File: config.mk
export PLATFORM = sky130hd
export DESIGN_NAME = two_level_group_sum_with_max_core_flat
export DESIGN_NICKNAME = d
export VERILOG_FILES = /design/src/hdl/tlgs_pkg.sv /design/src/hdl/tlgs_in_if.sv /design/src/hdl/tlgs_out_if.sv /design/src/hdl/tlgs_acc.sv /design/src/hdl/two_level_group_sum_with_max_core.sv /design/src/flat_wrapper.sv
export SDC_FILE = /design/constraint.sdc
export NUM_CORES = 1
export LEC_CHECK = 0
export ABC_AREA = 0
export BUFFER_PORTS_ARGS = -buffer_cell sky130_fd_sc_hd__buf_2
export CAP_MARGIN = 5
export CORE_ASPECT_RATIO = 2
export CORE_MARGIN = 2
export CORE_UTILIZATION = 62
export CTS_CLUSTER_DIAMETER = 100
export CTS_CLUSTER_SIZE = 24
export DETAILED_ROUTE_END_ITERATION = 10
export HOLD_SLACK_MARGIN = 0.03
export PLACE_DENSITY = 0.81
export SKIP_CTS_REPAIR_TIMING = 1
export SYNTH_ARGS = -nofsm -noshare
export SYNTH_HDL_FRONTEND = slang
export SYNTH_SLANG_ARGS = --single-unit
File: constraint.sdc
create_clock -name clk -period 8.1 [get_ports clk]
set_input_delay 0.405 -clock clk [delete_from_list [all_inputs] [get_ports clk]]
set_output_delay 0.405 -clock clk [all_outputs]
set_load 0.1 [all_outputs]
File: src/hdl/tlgs_pkg.sv
// Shared types and constants of the two-level group sum core.
package tlgs_pkg;

  localparam int KEY_WIDTH_DEF = 16;
  localparam int SUM_WIDTH_DEF = 48;
  localparam int AMOUNT_WIDTH  = 32;
  localparam int N_SLOTS       = 3;
  localparam int CNT_WIDTH     = 2;

  typedef enum logic [1:0] {
    KIND_DEPT   = 2'd0,
    KIND_BRANCH = 2'd1,
    KIND_GRAND  = 2'd2
  } tlgs_kind_t;

endpackage

File: src/hdl/tlgs_in_if.sv
// Input request channel: records and end-of-stream markers.
interface tlgs_in_if #(
  parameter int KEY_WIDTH = tlgs_pkg::KEY_WIDTH_DEF
);
  logic                                  valid;
  logic                                  ready;
  logic                                  action;
  logic [KEY_WIDTH-1:0]                  branch;
  logic [KEY_WIDTH-1:0]                  department;
  logic signed [tlgs_pkg::AMOUNT_WIDTH-1:0] amount;

  modport source (output valid, action, branch, department, amount, input ready);
  modport sink   (input valid, action, branch, department, amount, output ready);
endinterface

File: src/hdl/tlgs_out_if.sv
// Result request channel: department, branch and grand totals.
interface tlgs_out_if #(
  parameter int KEY_WIDTH = tlgs_pkg::KEY_WIDTH_DEF,
  parameter int SUM_WIDTH = tlgs_pkg::SUM_WIDTH_DEF
);
  logic                        valid;
  logic                        ready;
  tlgs_pkg::tlgs_kind_t        kind;
  logic [KEY_WIDTH-1:0]        branch_res;
  logic [KEY_WIDTH-1:0]        department_res;
  logic signed [SUM_WIDTH-1:0] total;
  logic                        max_valid;
  logic [KEY_WIDTH-1:0]        max_branch;
  logic [KEY_WIDTH-1:0]        max_department;
  logic                        last;

  modport source (output valid, kind, branch_res, department_res, total, max_valid,
                  max_branch, max_department, last, input ready);
  modport sink   (input valid, kind, branch_res, department_res, total, max_valid,
                  max_branch, max_department, last, output ready);
endinterface

File: src/hdl/tlgs_acc.sv
// Running sums, group keys and largest department; builds the results of one request.
module tlgs_acc #(
  parameter int KEY_WIDTH = tlgs_pkg::KEY_WIDTH_DEF,
  parameter int SUM_WIDTH = tlgs_pkg::SUM_WIDTH_DEF
) (
  input  logic                                     clk,
  input  logic                                     rst_n,
  input  logic                                     take,
  input  logic                                     action,
  input  logic [KEY_WIDTH-1:0]                     branch,
  input  logic [KEY_WIDTH-1:0]                     department,
  input  logic signed [tlgs_pkg::AMOUNT_WIDTH-1:0] amount,
  output logic [tlgs_pkg::CNT_WIDTH-1:0]           res_cnt,
  output tlgs_pkg::tlgs_kind_t                     res_kind   [tlgs_pkg::N_SLOTS],
  output logic [KEY_WIDTH-1:0]                     res_branch [tlgs_pkg::N_SLOTS],
  output logic [KEY_WIDTH-1:0]                     res_dept   [tlgs_pkg::N_SLOTS],
  output logic [SUM_WIDTH-1:0]                     res_total  [tlgs_pkg::N_SLOTS],
  output logic                                     res_max_valid,
  output logic [KEY_WIDTH-1:0]                     res_max_branch,
  output logic [KEY_WIDTH-1:0]                     res_max_dept
);

  logic                 open_r, open_nxt;
  logic [KEY_WIDTH-1:0] cur_br_r, cur_br_nxt;
  logic [KEY_WIDTH-1:0] cur_dp_r, cur_dp_nxt;
  logic [SUM_WIDTH-1:0] dept_sum_r, dept_sum_nxt;
  logic [SUM_WIDTH-1:0] br_sum_r, br_sum_nxt;
  logic [SUM_WIDTH-1:0] grand_sum_r, grand_sum_nxt;
  logic                 best_valid_r, best_valid_nxt;
  logic [SUM_WIDTH-1:0] best_sum_r, best_sum_nxt;
  logic [KEY_WIDTH-1:0] best_br_r, best_br_nxt;
  logic [KEY_WIDTH-1:0] best_dp_r, best_dp_nxt;

  logic                 eos;
  logic                 br_chg;
  logic                 close_dept;
  logic                 close_br;
  logic                 better;
  logic [SUM_WIDTH-1:0] amt_ext;
  logic [SUM_WIDTH-1:0] br_close_tot;
  logic [SUM_WIDTH-1:0] grand_close_tot;
  logic                 upd_valid;
  logic [SUM_WIDTH-1:0] upd_sum;
  logic [KEY_WIDTH-1:0] upd_br;
  logic [KEY_WIDTH-1:0] upd_dp;

  assign eos     = action;
  assign amt_ext = SUM_WIDTH'(amount);
  assign br_chg  = (branch != cur_br_r);

  // A branch change closes the department too, even with the same department id.
  assign close_dept = open_r && (eos || br_chg || (department != cur_dp_r));
  assign close_br   = open_r && (eos || br_chg);

  // Sums other than the open ones are zero, so the closing totals need no gating.
  assign br_close_tot    = br_sum_r + dept_sum_r;
  assign grand_close_tot = grand_sum_r + br_close_tot;

  // Ties keep the earlier department.
  assign better = !best_valid_r || ($signed(dept_sum_r) > $signed(best_sum_r));

  always_comb begin
    upd_valid = best_valid_r;
    upd_sum   = best_sum_r;
    upd_br    = best_br_r;
    upd_dp    = best_dp_r;
    if (close_dept && better) begin
      upd_valid = 1'b1;
      upd_sum   = dept_sum_r;
      upd_br    = cur_br_r;
      upd_dp    = cur_dp_r;
    end
  end

  // Slot 0 holds the department total, or the grand total when nothing closes.
  always_comb begin
    res_cnt = tlgs_pkg::CNT_WIDTH'(close_dept) + tlgs_pkg::CNT_WIDTH'(close_br)
            + tlgs_pkg::CNT_WIDTH'(eos);

    res_kind[0]   = close_dept ? tlgs_pkg::KIND_DEPT : tlgs_pkg::KIND_GRAND;
    res_branch[0] = close_dept ? cur_br_r : '0;
    res_dept[0]   = close_dept ? cur_dp_r : '0;
    res_total[0]  = close_dept ? dept_sum_r : grand_close_tot;

    res_kind[1]   = tlgs_pkg::KIND_BRANCH;
    res_branch[1] = cur_br_r;
    res_dept[1]   = '0;
    res_total[1]  = br_close_tot;

    res_kind[2]   = tlgs_pkg::KIND_GRAND;
    res_branch[2] = '0;
    res_dept[2]   = '0;
    res_total[2]  = grand_close_tot;

    res_max_valid  = upd_valid;
    res_max_branch = upd_valid ? upd_br : '0;
    res_max_dept   = upd_valid ? upd_dp : '0;
  end

  always_comb begin
    open_nxt       = open_r;
    cur_br_nxt     = cur_br_r;
    cur_dp_nxt     = cur_dp_r;
    dept_sum_nxt   = dept_sum_r;
    br_sum_nxt     = br_sum_r;
    grand_sum_nxt  = grand_sum_r;
    best_valid_nxt = best_valid_r;
    best_sum_nxt   = best_sum_r;
    best_br_nxt    = best_br_r;
    best_dp_nxt    = best_dp_r;
    if (take) begin
      if (eos) begin
        // End of stream: drop everything back to reset values.
        open_nxt       = 1'b0;
        cur_br_nxt     = '0;
        cur_dp_nxt     = '0;
        dept_sum_nxt   = '0;
        br_sum_nxt     = '0;
        grand_sum_nxt  = '0;
        best_valid_nxt = 1'b0;
        best_sum_nxt   = '0;
        best_br_nxt    = '0;
        best_dp_nxt    = '0;
      end else begin
        open_nxt       = 1'b1;
        cur_br_nxt     = branch;
        cur_dp_nxt     = department;
        dept_sum_nxt   = (close_dept ? '0 : dept_sum_r) + amt_ext;
        best_valid_nxt = upd_valid;
        best_sum_nxt   = upd_sum;
        best_br_nxt    = upd_br;
        best_dp_nxt    = upd_dp;
        if (close_br) begin
          br_sum_nxt    = '0;
          grand_sum_nxt = grand_close_tot;
        end else if (close_dept) begin
          br_sum_nxt = br_close_tot;
        end
      end
    end
  end

  always_ff @(posedge clk) begin
    if (!rst_n) begin
      open_r       <= 1'b0;
      cur_br_r     <= '0;
      cur_dp_r     <= '0;
      dept_sum_r   <= '0;
      br_sum_r     <= '0;
      grand_sum_r  <= '0;
      best_valid_r <= 1'b0;
      best_sum_r   <= '0;
      best_br_r    <= '0;
      best_dp_r    <= '0;
    end else begin
      open_r       <= open_nxt;
      cur_br_r     <= cur_br_nxt;
      cur_dp_r     <= cur_dp_nxt;
      dept_sum_r   <= dept_sum_nxt;
      br_sum_r     <= br_sum_nxt;
      grand_sum_r  <= grand_sum_nxt;
      best_valid_r <= best_valid_nxt;
      best_sum_r   <= best_sum_nxt;
      best_br_r    <= best_br_nxt;
      best_dp_r    <= best_dp_nxt;
    end
  end

endmodule

File: src/hdl/two_level_group_sum_with_max_core.sv
// Top level of the two-level group sum core with largest department.
//
//   channel  | direction | handshake          | carries
//   in_chan  | sink      | valid/ready        | action, branch, department, amount
//   out_chan | source    | valid/ready        | kind, keys, total, largest dept, last
//
// A request is taken on a valid/ready handshake; its results sit in a three-slot
// result register the next cycle and leave one per cycle while out_chan.ready
// is high, so a request that yields several results holds in_chan.ready low
// until only its final result is left and being taken.
// Requests yielding at most one result flow at one per cycle while out_chan is
// ready; in_chan.ready stays high while the slot register is empty or holds its
// final result being taken. Reset (synchronous, rst_n low) clears all sums and
// empties the slots. Stalls on out_chan hold the head result and back-pressure input.
module two_level_group_sum_with_max_core #(
  parameter int KEY_WIDTH = tlgs_pkg::KEY_WIDTH_DEF,
  parameter int SUM_WIDTH = tlgs_pkg::SUM_WIDTH_DEF
) (
  input logic        clk,
  input logic        rst_n,
  tlgs_in_if.sink    in_chan,
  tlgs_out_if.source out_chan
);

  typedef struct packed {
    tlgs_pkg::tlgs_kind_t kind;
    logic [KEY_WIDTH-1:0] br;
    logic [KEY_WIDTH-1:0] dp;
    logic [SUM_WIDTH-1:0] tot;
    logic                 mv;
    logic [KEY_WIDTH-1:0] mb;
    logic [KEY_WIDTH-1:0] md;
    logic                 last;
  } slot_t;

  localparam int NS = tlgs_pkg::N_SLOTS;
  localparam int CW = tlgs_pkg::CNT_WIDTH;

  slot_t          slot_r   [NS];
  slot_t          slot_nxt [NS];
  slot_t          fresh    [NS];
  logic [CW-1:0]  cnt_r, cnt_nxt;

  logic                 take;
  logic                 pop;
  logic [CW-1:0]        res_cnt;
  tlgs_pkg::tlgs_kind_t res_kind   [NS];
  logic [KEY_WIDTH-1:0] res_branch [NS];
  logic [KEY_WIDTH-1:0] res_dept   [NS];
  logic [SUM_WIDTH-1:0] res_total  [NS];
  logic                 res_max_valid;
  logic [KEY_WIDTH-1:0] res_max_branch;
  logic [KEY_WIDTH-1:0] res_max_dept;

  assign pop           = out_chan.valid && out_chan.ready;
  assign in_chan.ready = (cnt_r == '0) || ((cnt_r == CW'(1)) && out_chan.ready);
  assign take          = in_chan.valid && in_chan.ready;

  tlgs_acc #(
    .KEY_WIDTH (KEY_WIDTH),
    .SUM_WIDTH (SUM_WIDTH)
  ) u_tlgs_acc (
    .clk            (clk),
    .rst_n          (rst_n),
    .take           (take),
    .action         (in_chan.action),
    .branch         (in_chan.branch),
    .department     (in_chan.department),
    .amount         (in_chan.amount),
    .res_cnt        (res_cnt),
    .res_kind       (res_kind),
    .res_branch     (res_branch),
    .res_dept       (res_dept),
    .res_total      (res_total),
    .res_max_valid  (res_max_valid),
    .res_max_branch (res_max_branch),
    .res_max_dept   (res_max_dept)
  );

  always_comb begin
    for (int i = 0; i < NS; i++) begin
      fresh[i].kind = res_kind[i];
      fresh[i].br   = res_branch[i];
      fresh[i].dp   = res_dept[i];
      fresh[i].tot  = res_total[i];
      fresh[i].mv   = (res_kind[i] == tlgs_pkg::KIND_GRAND) ? res_max_valid : 1'b0;
      fresh[i].mb   = (res_kind[i] == tlgs_pkg::KIND_GRAND) ? res_max_branch : '0;
      fresh[i].md   = (res_kind[i] == tlgs_pkg::KIND_GRAND) ? res_max_dept : '0;
      fresh[i].last = (CW'(i + 1) == res_cnt);
    end
  end

  // Load on a request (slots are then empty or draining their last); else advance on pop.
  always_comb begin
    cnt_nxt = cnt_r;
    for (int i = 0; i < NS; i++) begin
      slot_nxt[i] = slot_r[i];
    end
    if (take) begin
      cnt_nxt = res_cnt;
      for (int i = 0; i < NS; i++) begin
        slot_nxt[i] = fresh[i];
      end
    end else if (pop) begin
      cnt_nxt = cnt_r - CW'(1);
      for (int i = 0; i < NS - 1; i++) begin
        slot_nxt[i] = slot_r[i + 1];
      end
    end
  end

  always_ff @(posedge clk) begin
    if (!rst_n) begin
      cnt_r <= '0;
    end else begin
      cnt_r <= cnt_nxt;
    end
  end

  always_ff @(posedge clk) begin
    for (int i = 0; i < NS; i++) begin
      slot_r[i] <= slot_nxt[i];
    end
  end

  assign out_chan.valid          = (cnt_r != '0);
  assign out_chan.kind           = slot_r[0].kind;
  assign out_chan.branch_res     = slot_r[0].br;
  assign out_chan.department_res = slot_r[0].dp;
  assign out_chan.total          = slot_r[0].tot;
  assign out_chan.max_valid      = slot_r[0].mv;
  assign out_chan.max_branch     = slot_r[0].mb;
  assign out_chan.max_department = slot_r[0].md;
  assign out_chan.last           = slot_r[0].last;

endmodule

File: src/flat_wrapper.sv
// flat-port wrapper written by rule: the top's interface ports become plain ports
module two_level_group_sum_with_max_core_flat 
#(
  parameter int KEY_WIDTH = tlgs_pkg::KEY_WIDTH_DEF,
  parameter int SUM_WIDTH = tlgs_pkg::SUM_WIDTH_DEF
)
  (clk, rst_n, in_chan_valid, in_chan_action, in_chan_branch, in_chan_department, in_chan_amount, in_chan_ready, out_chan_valid, out_chan_kind, out_chan_branch_res, out_chan_department_res, out_chan_total, out_chan_max_valid, out_chan_max_branch, out_chan_max_department, out_chan_last, out_chan_ready);
  tlgs_in_if #(.KEY_WIDTH(KEY_WIDTH)) in_chan_i ();
  tlgs_out_if #(.KEY_WIDTH(KEY_WIDTH), .SUM_WIDTH(SUM_WIDTH)) out_chan_i ();
  input logic clk;
  input logic rst_n;
  input wire logic [$bits(in_chan_i.valid)-1:0] in_chan_valid;
  input wire logic [$bits(in_chan_i.action)-1:0] in_chan_action;
  input wire logic [$bits(in_chan_i.branch)-1:0] in_chan_branch;
  input wire logic [$bits(in_chan_i.department)-1:0] in_chan_department;
  input wire logic [$bits(in_chan_i.amount)-1:0] in_chan_amount;
  output wire logic [$bits(in_chan_i.ready)-1:0] in_chan_ready;
  output wire logic [$bits(out_chan_i.valid)-1:0] out_chan_valid;
  output wire logic [$bits(out_chan_i.kind)-1:0] out_chan_kind;
  output wire logic [$bits(out_chan_i.branch_res)-1:0] out_chan_branch_res;
  output wire logic [$bits(out_chan_i.department_res)-1:0] out_chan_department_res;
  output wire logic [$bits(out_chan_i.total)-1:0] out_chan_total;
  output wire logic [$bits(out_chan_i.max_valid)-1:0] out_chan_max_valid;
  output wire logic [$bits(out_chan_i.max_branch)-1:0] out_chan_max_branch;
  output wire logic [$bits(out_chan_i.max_department)-1:0] out_chan_max_department;
  output wire logic [$bits(out_chan_i.last)-1:0] out_chan_last;
  input wire logic [$bits(out_chan_i.ready)-1:0] out_chan_ready;
  assign in_chan_i.valid = in_chan_valid;
  assign in_chan_i.action = in_chan_action;
  assign in_chan_i.branch = in_chan_branch;
  assign in_chan_i.department = in_chan_department;
  assign in_chan_i.amount = in_chan_amount;
  assign in_chan_ready = in_chan_i.ready;
  assign out_chan_valid = out_chan_i.valid;
  assign out_chan_kind = out_chan_i.kind;
  assign out_chan_branch_res = out_chan_i.branch_res;
  assign out_chan_department_res = out_chan_i.department_res;
  assign out_chan_total = out_chan_i.total;
  assign out_chan_max_valid = out_chan_i.max_valid;
  assign out_chan_max_branch = out_chan_i.max_branch;
  assign out_chan_max_department = out_chan_i.max_department;
  assign out_chan_last = out_chan_i.last;
  assign out_chan_i.ready = out_chan_ready;
  two_level_group_sum_with_max_core #(.KEY_WIDTH(KEY_WIDTH), .SUM_WIDTH(SUM_WIDTH)) u_core (.clk(clk), .rst_n(rst_n), .in_chan(in_chan_i), .out_chan(out_chan_i));
endmodule
==> results by stage, run 1 <==
Synth:
- The portion of netlist area occupied by mux cells is 0.0243.
- Of the total synthesized cell area, the portion taken by AND, OR, NAND and NOR gates is 0.150.
- The number of distinct library cells after synthesis is 80.
- The most common flop cell mapped by yosys is sky130_fd_sc_hd__dfxtp_1.
- The mean cell area of the mapped netlist is 9.68 sq um.
- Of the total synthesized cell area, the portion taken by full adders, half adders and majority gates is 0.0809.
- The cell area after synthesis is 31400 sq um.
- The area fraction in compound gates after synthesis is 0.198.
- After technology mapping, the gate count stands at 3239.
- Of the synthesized area, sequential elements account for 0.440.
- The synthesis warning total is 0.
- The combinational family with the most area after synthesis is compound AO/OA/AOI/OAI gates.
- Counting every net in the synthesized netlist gives 3509.
- For this run, asynchronously set or reset flops after synthesis account for 0.
- The post-synthesis xor/xnor area fraction is 0.0447.
- Counting flops and latches in the post-synthesis netlist gives 558.
- Counting flops with a built-in enable in the synthesized netlist gives 262.

Power:
- The power density relative to cell area is 272 nW/um^2.
- IR analysis of the VDD net gives a maximum drop of 403 uV.
- The cell leakage power is 14.0 nW.

Clocking:
- The clock latency on the worst-skew pair is 0.62 ns.
- The number of clock buffers inserted by TritonCTS is 27.
- The clock transition time at the flip-flop clock pins of the worst setup and hold paths is 0.11 ns.
- The number of levels in the clock H-tree is 1.
- In this run the deepest clock path goes through 3 buffers.
- TritonCTS built the clock tree.
- The tree is rooted in a sky130_fd_sc_hd__clkbuf_16.
- The clock sink count is 558.

Critical path:
- The required time reported for the critical path endpoint is 8.59 ns.
- Walking the worst path, the cells encountered are xor2_1 -> nor4_1 -> nand4_1 -> o21ai_4 -> buf_4 -> and2_1 -> ha_1 -> a21oi_1 -> o21ai_0 -> a211oi_1 -> nand3_1 -> nor3_1 -> or4_1 -> a21oi_1 -> or3_1 -> a21oi_1 -> xor2_1 -> o21ai_1.
- In this run the worst path has a maximum fanout of 26.
- The nature of the critical path startpoint is a flip-flop.
- The type of the worst setup path is reg -> reg.
- The cell with the biggest individual delay on the critical path is sky130_fd_sc_hd__o21ai_4.
- The critical path data arrival time is 6.94 ns.
- The kind of end point of the critical path is a flip-flop.
- The most frequent cell on the critical path is sky130_fd_sc_hd__a21oi_1.
- In this design, the stage delay of the slowest critical-path cell is 0.83 ns.

STA:
- The top achievable clock speed is 155 MHz.
- The number of failing hold endpoints at the final stage is 0.
- The slew of the pin with the lowest slew margin is 1.46 ns.
- The max-slew headroom at the worst pin is 0.0270.
- Setup repair after global routing left no endpoint under its margin.
- In the finished design, the share of the clock period the worst path needs comes to 0.797.
- The aggregate negative setup slack is 0 ns.
- The setup skew after layout is 0.0373 ns.
- The total count of max-transition violations in the final report was 0.
- The routed design could run at a clock period as short as 6.46 ns.
- Setup violations remaining at the end of the flow were counted as 0.

Routing:
- The number of nets with antenna violations after detailed routing is 0.
- Dividing the detail-routed wire length by the instance count gives 22.8 um.
- The first detailed-routing pass took 6 iterations.
- For this block, the initial DRC count from the detailed router was 2202.
- For this block, the via count after detailed routing is 24.8k.
- In the routed design, unresolved DRC markers number 0.
- The total length of routed wires is 87900 um.
- Dividing the detail-routed via count by the number of cells gives 6.45.

Floorplan:
- In this run the vertical extent of the chip is 322 um.
- The die is 163 um wide.
- The cell row count is 116.
- 187 I/O pins were placed.
- The floorplan step defined a die boundary enclosing 52500 sq um.
- The starting utilization of the core area is 0.626.
- After floorplanning, the core was sized to cover 50100 sq um.

Placement:
- At the end of routability-driven placement, the weighted congestion stood at 1.07.
- In this run, placement finished with an instance count of 3801.
- The number of buffer cells added on primary ports is 186.
- The wire-length estimate of the detail-placed layout is 60900 um.

Status:
- The run finished with clean final reports.

Finish:
- After filler insertion, the fill cell instance count of the layout stands at 4135.
- For this run, the number of standard cells in the final layout without fillers is 3850.
- The fraction of final layout cells sized beyond drive strength 1 is 0.0843.
- Relative to the synthesized area, the layout overhead comes to 4.00%.
- In the final design database the tool counted 3451 nets.
- Summing all flip-flop and latch instances after layout gives 13800 sq um.
- In the final layout, the multi-input gates occupy 15700 sq um.
- The count of antenna diodes in the layout is 0.

GRT:
- The global-route met2 utilization is 0.593.
- The met3 global-route usage is 0.0292.
- Entering global routing, the biggest net connects 108 pins.
- The first global-routing pass estimated 135000 um of wire.
- The number of global-route vias before repair is 25.1k.
- After global routing, the most crowded layer is met2.
- The initial antenna violation count is 0.
- Across every metal layer, demand over resource in global routing totals 0.328.
- In the global route stage, met1 resource usage came out at 0.357.
- The total overflow left after global routing is 0.

Hold path:
- The path category of the worst min-delay check is in -> reg.

Job:
- The tool flagged a number of max-cap violations equal to 0.
[registers in the layout (all words and copies together) (netlist names)]
signal,cells
u_core.cnt_r,2
u_core.slot_r,298
u_core.u_tlgs_acc.best_br_r,16
u_core.u_tlgs_acc.best_dp_r,16
u_core.u_tlgs_acc.best_sum_r,48
u_core.u_tlgs_acc.best_valid_r,1
u_core.u_tlgs_acc.br_sum_r,48
u_core.u_tlgs_acc.cur_br_r,16
u_core.u_tlgs_acc.cur_dp_r,16
u_core.u_tlgs_acc.dept_sum_r,48
u_core.u_tlgs_acc.grand_sum_r,48
u_core.u_tlgs_acc.open_r,1
[cells in the mapped netlist (7+ instances only)]
cell | n | area share
sky130_fd_sc_hd__a211oi_1 | 12 | 0.0029
sky130_fd_sc_hd__a21boi_0 | 17 | 0.0041
sky130_fd_sc_hd__a21o_1 | 126 | 0.030
sky130_fd_sc_hd__a21oi_1 | 226 | 0.036
sky130_fd_sc_hd__a22o_1 | 66 | 0.018
sky130_fd_sc_hd__a22oi_1 | 82 | 0.020
sky130_fd_sc_hd__a31oi_1 | 14 | 0.0028
sky130_fd_sc_hd__a32o_1 | 86 | 0.027
sky130_fd_sc_hd__and2_1 | 81 | 0.016
sky130_fd_sc_hd__and3_1 | 70 | 0.014
sky130_fd_sc_hd__buf_1 | 12 | 0.0014
sky130_fd_sc_hd__buf_2 | 8 | 0.0013
sky130_fd_sc_hd__buf_4 | 114 | 0.027
sky130_fd_sc_hd__clkbuf_1 | 163 | 0.020
sky130_fd_sc_hd__dfxtp_1 | 296 | 0.19
sky130_fd_sc_hd__edfxtp_1 | 262 | 0.25
sky130_fd_sc_hd__ha_1 | 198 | 0.079
sky130_fd_sc_hd__inv_1 | 108 | 0.013
sky130_fd_sc_hd__mux2i_1 | 75 | 0.024
sky130_fd_sc_hd__nand2_1 | 291 | 0.035
sky130_fd_sc_hd__nand2b_1 | 15 | 0.0030
sky130_fd_sc_hd__nand3_1 | 126 | 0.020
sky130_fd_sc_hd__nand4_1 | 38 | 0.0076
sky130_fd_sc_hd__nor2_1 | 127 | 0.015
sky130_fd_sc_hd__nor2b_1 | 134 | 0.027
sky130_fd_sc_hd__nor3_1 | 15 | 0.0024
sky130_fd_sc_hd__nor4_1 | 11 | 0.0022
sky130_fd_sc_hd__o211ai_1 | 13 | 0.0031
sky130_fd_sc_hd__o21a_1 | 23 | 0.0055
sky130_fd_sc_hd__o21ai_0 | 109 | 0.017
sky130_fd_sc_hd__o21ai_1 | 36 | 0.0057
sky130_fd_sc_hd__o21bai_1 | 25 | 0.0060
sky130_fd_sc_hd__o31ai_1 | 7 | 0.0017
sky130_fd_sc_hd__or3_1 | 8 | 0.0016
sky130_fd_sc_hd__xnor2_1 | 86 | 0.024
sky130_fd_sc_hd__xor2_1 | 74 | 0.021
[cells in the final DEF (no fill, tap or decap), types with 13 or more instances in the layout]
cell / Yosys / layout
sky130_fd_sc_hd__o21ai_0: 109 / 109
sky130_fd_sc_hd__inv_1: 108 / 107
sky130_fd_sc_hd__a22o_1: 66 / 66
sky130_fd_sc_hd__clkbuf_1: 163 / 21
sky130_fd_sc_hd__nand3_1: 126 / 126
sky130_fd_sc_hd__a21oi_1: 226 / 226
sky130_fd_sc_hd__a32o_1: 86 / 86
sky130_fd_sc_hd__o21a_1: 23 / 23
sky130_fd_sc_hd__nor2_1: 127 / 123
sky130_fd_sc_hd__nor3_1: 15 / 15
sky130_fd_sc_hd__a31oi_1: 14 / 14
sky130_fd_sc_hd__buf_4: 114 / 24
sky130_fd_sc_hd__o21ai_1: 36 / 34
sky130_fd_sc_hd__nand4_1: 38 / 38
sky130_fd_sc_hd__ha_1: 198 / 198
sky130_fd_sc_hd__and3_1: 70 / 69
sky130_fd_sc_hd__nand2_1: 291 / 289
sky130_fd_sc_hd__clkbuf_16: 0 / 27
sky130_fd_sc_hd__xnor2_1: 86 / 86
sky130_fd_sc_hd__and2_1: 81 / 80
sky130_fd_sc_hd__a21boi_0: 17 / 17
sky130_fd_sc_hd__a21o_1: 126 / 126
sky130_fd_sc_hd__buf_2: 8 / 185
sky130_fd_sc_hd__nand2b_1: 15 / 15
sky130_fd_sc_hd__xor2_1: 74 / 74
sky130_fd_sc_hd__o21bai_1: 25 / 25
sky130_fd_sc_hd__nor2b_1: 134 / 132
sky130_fd_sc_hd__o211ai_1: 13 / 13
sky130_fd_sc_hd__mux2i_1: 75 / 75
sky130_fd_sc_hd__dfxtp_1: 296 / 296
sky130_fd_sc_hd__edfxtp_1: 262 / 262
sky130_fd_sc_hd__a22oi_1: 82 / 82
[path summary, 6_finish.rpt]
path | from | end | slack (ns) | depth (start not counted)
worst max-delay path | u_core.u_tlgs_acc.cur_dp_r[12]$_SDFFE_PN0P_ | u_core.u_tlgs_acc.dept_sum_r[41]$_SDFFE_PN0P_ | 1.64 | 18
worst min-delay path | in_chan_department[6] | u_core.u_tlgs_acc.cur_dp_r[6]$_SDFFE_PN0P_ | 0.19 | 4
worst max register to register | u_core.u_tlgs_acc.cur_dp_r[12]$_SDFFE_PN0P_ | u_core.u_tlgs_acc.dept_sum_r[41]$_SDFFE_PN0P_ | 1.64 | 18
worst min register to register | u_core.slot_r[0][230]$_SDFFE_PP1P_ | u_core.slot_r[0][230]$_SDFFE_PP1P_ | 0.45 | 2
[stage by stage]
step	worst slack (ns)	power [mW]	area (sq um)	hold WS, ns	util
6_report	1.64	8.89	32600	0.189	0.651
5_1_grt	1.52	9.21	32600	0.209	0.651
4_1_cts	1.95	8.90	32600	0.161	0.651
3_5_place_dp	1.89	7.37	31800	0.437	0.636
3_3_place_gp	1.91	7.30	31800	0.431	0.636
2_1_floorplan	1.06	6.83	31400	0.423	-
[metal layers]
layer,vias to the layer above,share of wire
met5,-,0
met4,0,0.078
met3,304,0.045
met2,931,0.51
met1,12100,0.37
li1,11500,-
[cell families after synthesis]
group	Yosys count
mux	76
compound gates	898
simple gates	939
fa+ha+maj	201
flops	558
buf+inv	407
xor+xnor	160
[worst max-delay path, delay by kind of cell (launching register included)]
family                   cells  cell delay [ns]
AND/OR/NAND/NOR              7             2.75
buffers and inverters        1             0.36
flip-flops                   1             0.43
adder cells (fa/ha/maj)      1             0.27
XOR/XNOR                     2             0.38
AO/OA/AOI/OAI                7             2.09
[cell type report]
type | instances | share of cell area
inverters | 109 | 0.0127
clock buffers | 48 | 0.0231
flip-flops and latches | 558 | 0.423
well taps | 649 | 0.0249
clock inverters | 1 | 0.000614
repair buffers | 211 | 0.0349
multi-input cells | 2274 | 0.481
[where the power goes]
group | total [mW] | switching (mW) | internal, mW
Combinational | 3.52 | 2.85 | 0.667
Sequential | 3.82 | 0.232 | 3.58
Clock | 1.55 | 0.911 | 0.642
No activity file was read; power rests on OpenSTA's default activity.
==> run 2: changes to the inputs <==
Settings changed: CORE_UTILIZATION 62 to 56, PLACE_DENSITY 0.81 to 0.77.
Clock period 8.1 ns to 5.5 ns, I/O delays scaled along.
==> run 2 against run 1 <==
Against the previous run:
- combinational power is 56% higher
- flip-flop and latch count stayed put
- critical endpoint is now u_core.slot_r[0][76]$_DFFE_PP_
- routed wire length is 4.7% higher
- non-clock buffer count is 203 higher
- power is 50% higher
- largest power group unchanged
==> results by stage, run 2 (synthesis results as in run 1) <==
Status:
- The run finished with clean final reports.

Floorplan:
- The starting utilization of the core area is 0.566.
- The die covers 58000 sq um.
- The floorplan has 122 rows.
- The floorplan step set the die height to 339 um.
- The core region is 55400 sq um.
- The number of I/O pins is 187.
- The horizontal die dimension is 171 um.

Routing:
- The routed wire length on met3 is 4460 um.
- The length of routed wiring on met1 is 33600 um.
- The average wire per standard cell is 22.2 um.
- The met2 layer wire length in the routed design is 46400 um.
- The routed design has 92000 um of wire.
- The via count is 25.9k.
- The top routing layer in use is met5.
- The number of nets with antenna violations after detailed routing is 0.
- In the routed layout, each cell is associated on average with a via count of 6.23.
- The count of unresolved DRC violations after routing is 0.
- The first-iteration detailed-routing DRC count is 2215.
- The first TritonRoute pass finished after 6 iterations.

Clocking:
- After clock tree synthesis, the clock-pin slew on the worst setup and hold paths is 0.10 ns.
- Counting the buffers created by CTS gives 27.
- The maximum count of clock buffers along a single path is 3.
- The tree is rooted in a sky130_fd_sc_hd__clkbuf_16.
- The CTS tree is built.
- The clock drives 558 sinks.
- The number of levels in the clock H-tree is 1.
- The clock latency on the worst-skew pair is 0.63 ns.

Power:
- The design draws 13.4 mW.
- Summed over all cells, the static leakage comes to 15.1 nW.
- The power density relative to cell area is 386 nW/um^2.
- The maximum VDD drop is 287 uV.

STA:
- Setup total negative slack on the finished layout was measured at 0 ns.
- The total count of max-transition violations in the final report is 0.
- The final worst hold slack is 0.0415 ns.
- The number of failing hold endpoints at the final stage is 0.
- After layout, the minimum clock period comes to 5.39 ns.
- Static timing analysis puts the maximum clock frequency at 185 MHz.
- Setup violations remaining at the end of the flow were counted as 0.
- Setup repair after global routing could not meet its margin everywhere.
- The setup skew after layout is 0.0307 ns.
- For the pin with the worst max-slew slack, the measured transition is 1.16 ns.
- The max-slew headroom at the worst pin is 0.225.
- The final cycle utilization of the critical path is 0.980.

Placement:
- The post-placement cell count is 4090.
- The HPWL after detailed placement is 64900 um.
- The number of buffer cells added on primary ports is 186.
- Summing all placed instances gives a cell area of 33500 sq um.
- At the end of routability-driven placement, the weighted congestion stood at 1.04.

Finish:
- The register with the most flip-flops in the layout has 298 of them.
- The cell area after layout is 34700 sq um.
- The final layout contains 3654 nets.
- Leaving out filler cells and counting taps, the final layout contains 4148.
- Leaving out fill and tap cells, the most frequent cell in the layout is sky130_fd_sc_hd__dfxtp_1.
- The count of antenna diodes in the layout is 0.
- The area growth from synthesis to final layout is 10.5%.
- The library cells used most frequently in the layout, excluding fill and tap cells, are sky130_fd_sc_hd__dfxtp_1 (292), sky130_fd_sc_hd__nand2_1 (289), sky130_fd_sc_hd__edfxtp_1 (262), sky130_fd_sc_hd__buf_4 (221), sky130_fd_sc_hd__a21oi_1 (216).
- The register with the most flip-flops is u_core.slot_r.
- The fraction of final layout cells sized beyond drive strength 1 is 0.153.

GRT:
- The number of global-route vias before repair is 26.4k.
- The largest net degree at the start of global routing is 207.
- The residual overflow from global routing is 0.
- The first global-routing pass estimated 141000 um of wire.
- The overall track demand over capacity in global routing is 0.310.
- The initial antenna violation count is 1.

Critical path:
- The critical path data arrival time is 5.78 ns.
- The kind of end point of the critical path is a flip-flop.
- The slowest stage of the critical path belongs to the cell sky130_fd_sc_hd__a221o_1.
- The type of the worst setup path is reg -> reg.
- The worst setup path is launched from a flip-flop.
- The required time reported for the critical path endpoint is 5.89 ns.
- The largest driver fanout on the critical path is 5.
- The longest individual stage delay on the worst path is 0.39 ns.
- By instance count, the cell type seen most on the critical path is sky130_fd_sc_hd__buf_4.

Job:
- The reported max-cap violation count is 0.

Hold path:
- The tightest min-delay check is of the in -> reg type.
-- run 2: path summary, 6_finish.rpt --
| path | cells past startpoint | to | from | slack, ns |
|---|---|---|---|---|
| hold / removal | 4 | u_core.u_tlgs_acc.cur_dp_r[1]$_SDFFE_PN0P_ | in_chan_department[1] | 0.04 |
| setup reg to reg | 26 | u_core.slot_r[0][76]$_DFFE_PP_ | u_core.u_tlgs_acc.dept_sum_r[11]$_SDFFE_PN0P_ | 0.11 |
| setup / recovery | 26 | u_core.slot_r[0][76]$_DFFE_PP_ | u_core.u_tlgs_acc.dept_sum_r[11]$_SDFFE_PN0P_ | 0.11 |
| hold reg to reg | 2 | u_core.slot_r[0][139]$_SDFFE_PP0P_ | u_core.slot_r[0][139]$_SDFFE_PP0P_ | 0.46 |
-- run 2: through the flow --
step | utilization | worst slack [ns]
after CTS | 0.618 | -0.346
after global placement | 0.604 | -0.215
final | 0.625 | 0.108
after global routing | 0.625 | -0.113
after detailed placement | 0.604 | -0.270
after floorplan | - | 0.274
-- run 2: power breakdown --
part / leakage [nW] / internal, mW / total, mW / switching (mW)
sequential: 5.05 / 5.27 / 5.56 / 0.287
combinational: 9.72 / 1.17 / 5.49 / 4.32
clock: 0.371 / 0.947 / 2.31 / 1.37
total: 15.1 / 7.39 / 13.4 / 5.97
-- run 2: layer usage --
metal,vias up,track usage
met1,12500,0.335
met5,-,0
li1,11900,-
met4,2,0.233
met3,374,0.0362
met2,1060,0.546
-- run 2: area by class of cell --
cell class / count / area (sq um)
Clock buffer: 47 / 751
Clock inverter: 2 / 28.8
Fill cell: 4687 / 20800
Inverter: 109 / 414
Multi-Input combinational cell: 2274 / 16000
Sequential cell: 558 / 13800
Tap cell: 744 / 931
Timing Repair Buffer: 414 / 2730
-- run 2: worst max-delay path, delay by kind of cell (launching register included) --
family,cells,cell delay (ns)
compound gates,14,2.65
xor+xnor,2,0.43
fa+ha+maj,2,0.59
buf+inv,5,0.80
flops,1,0.35
simple gates,3,0.36
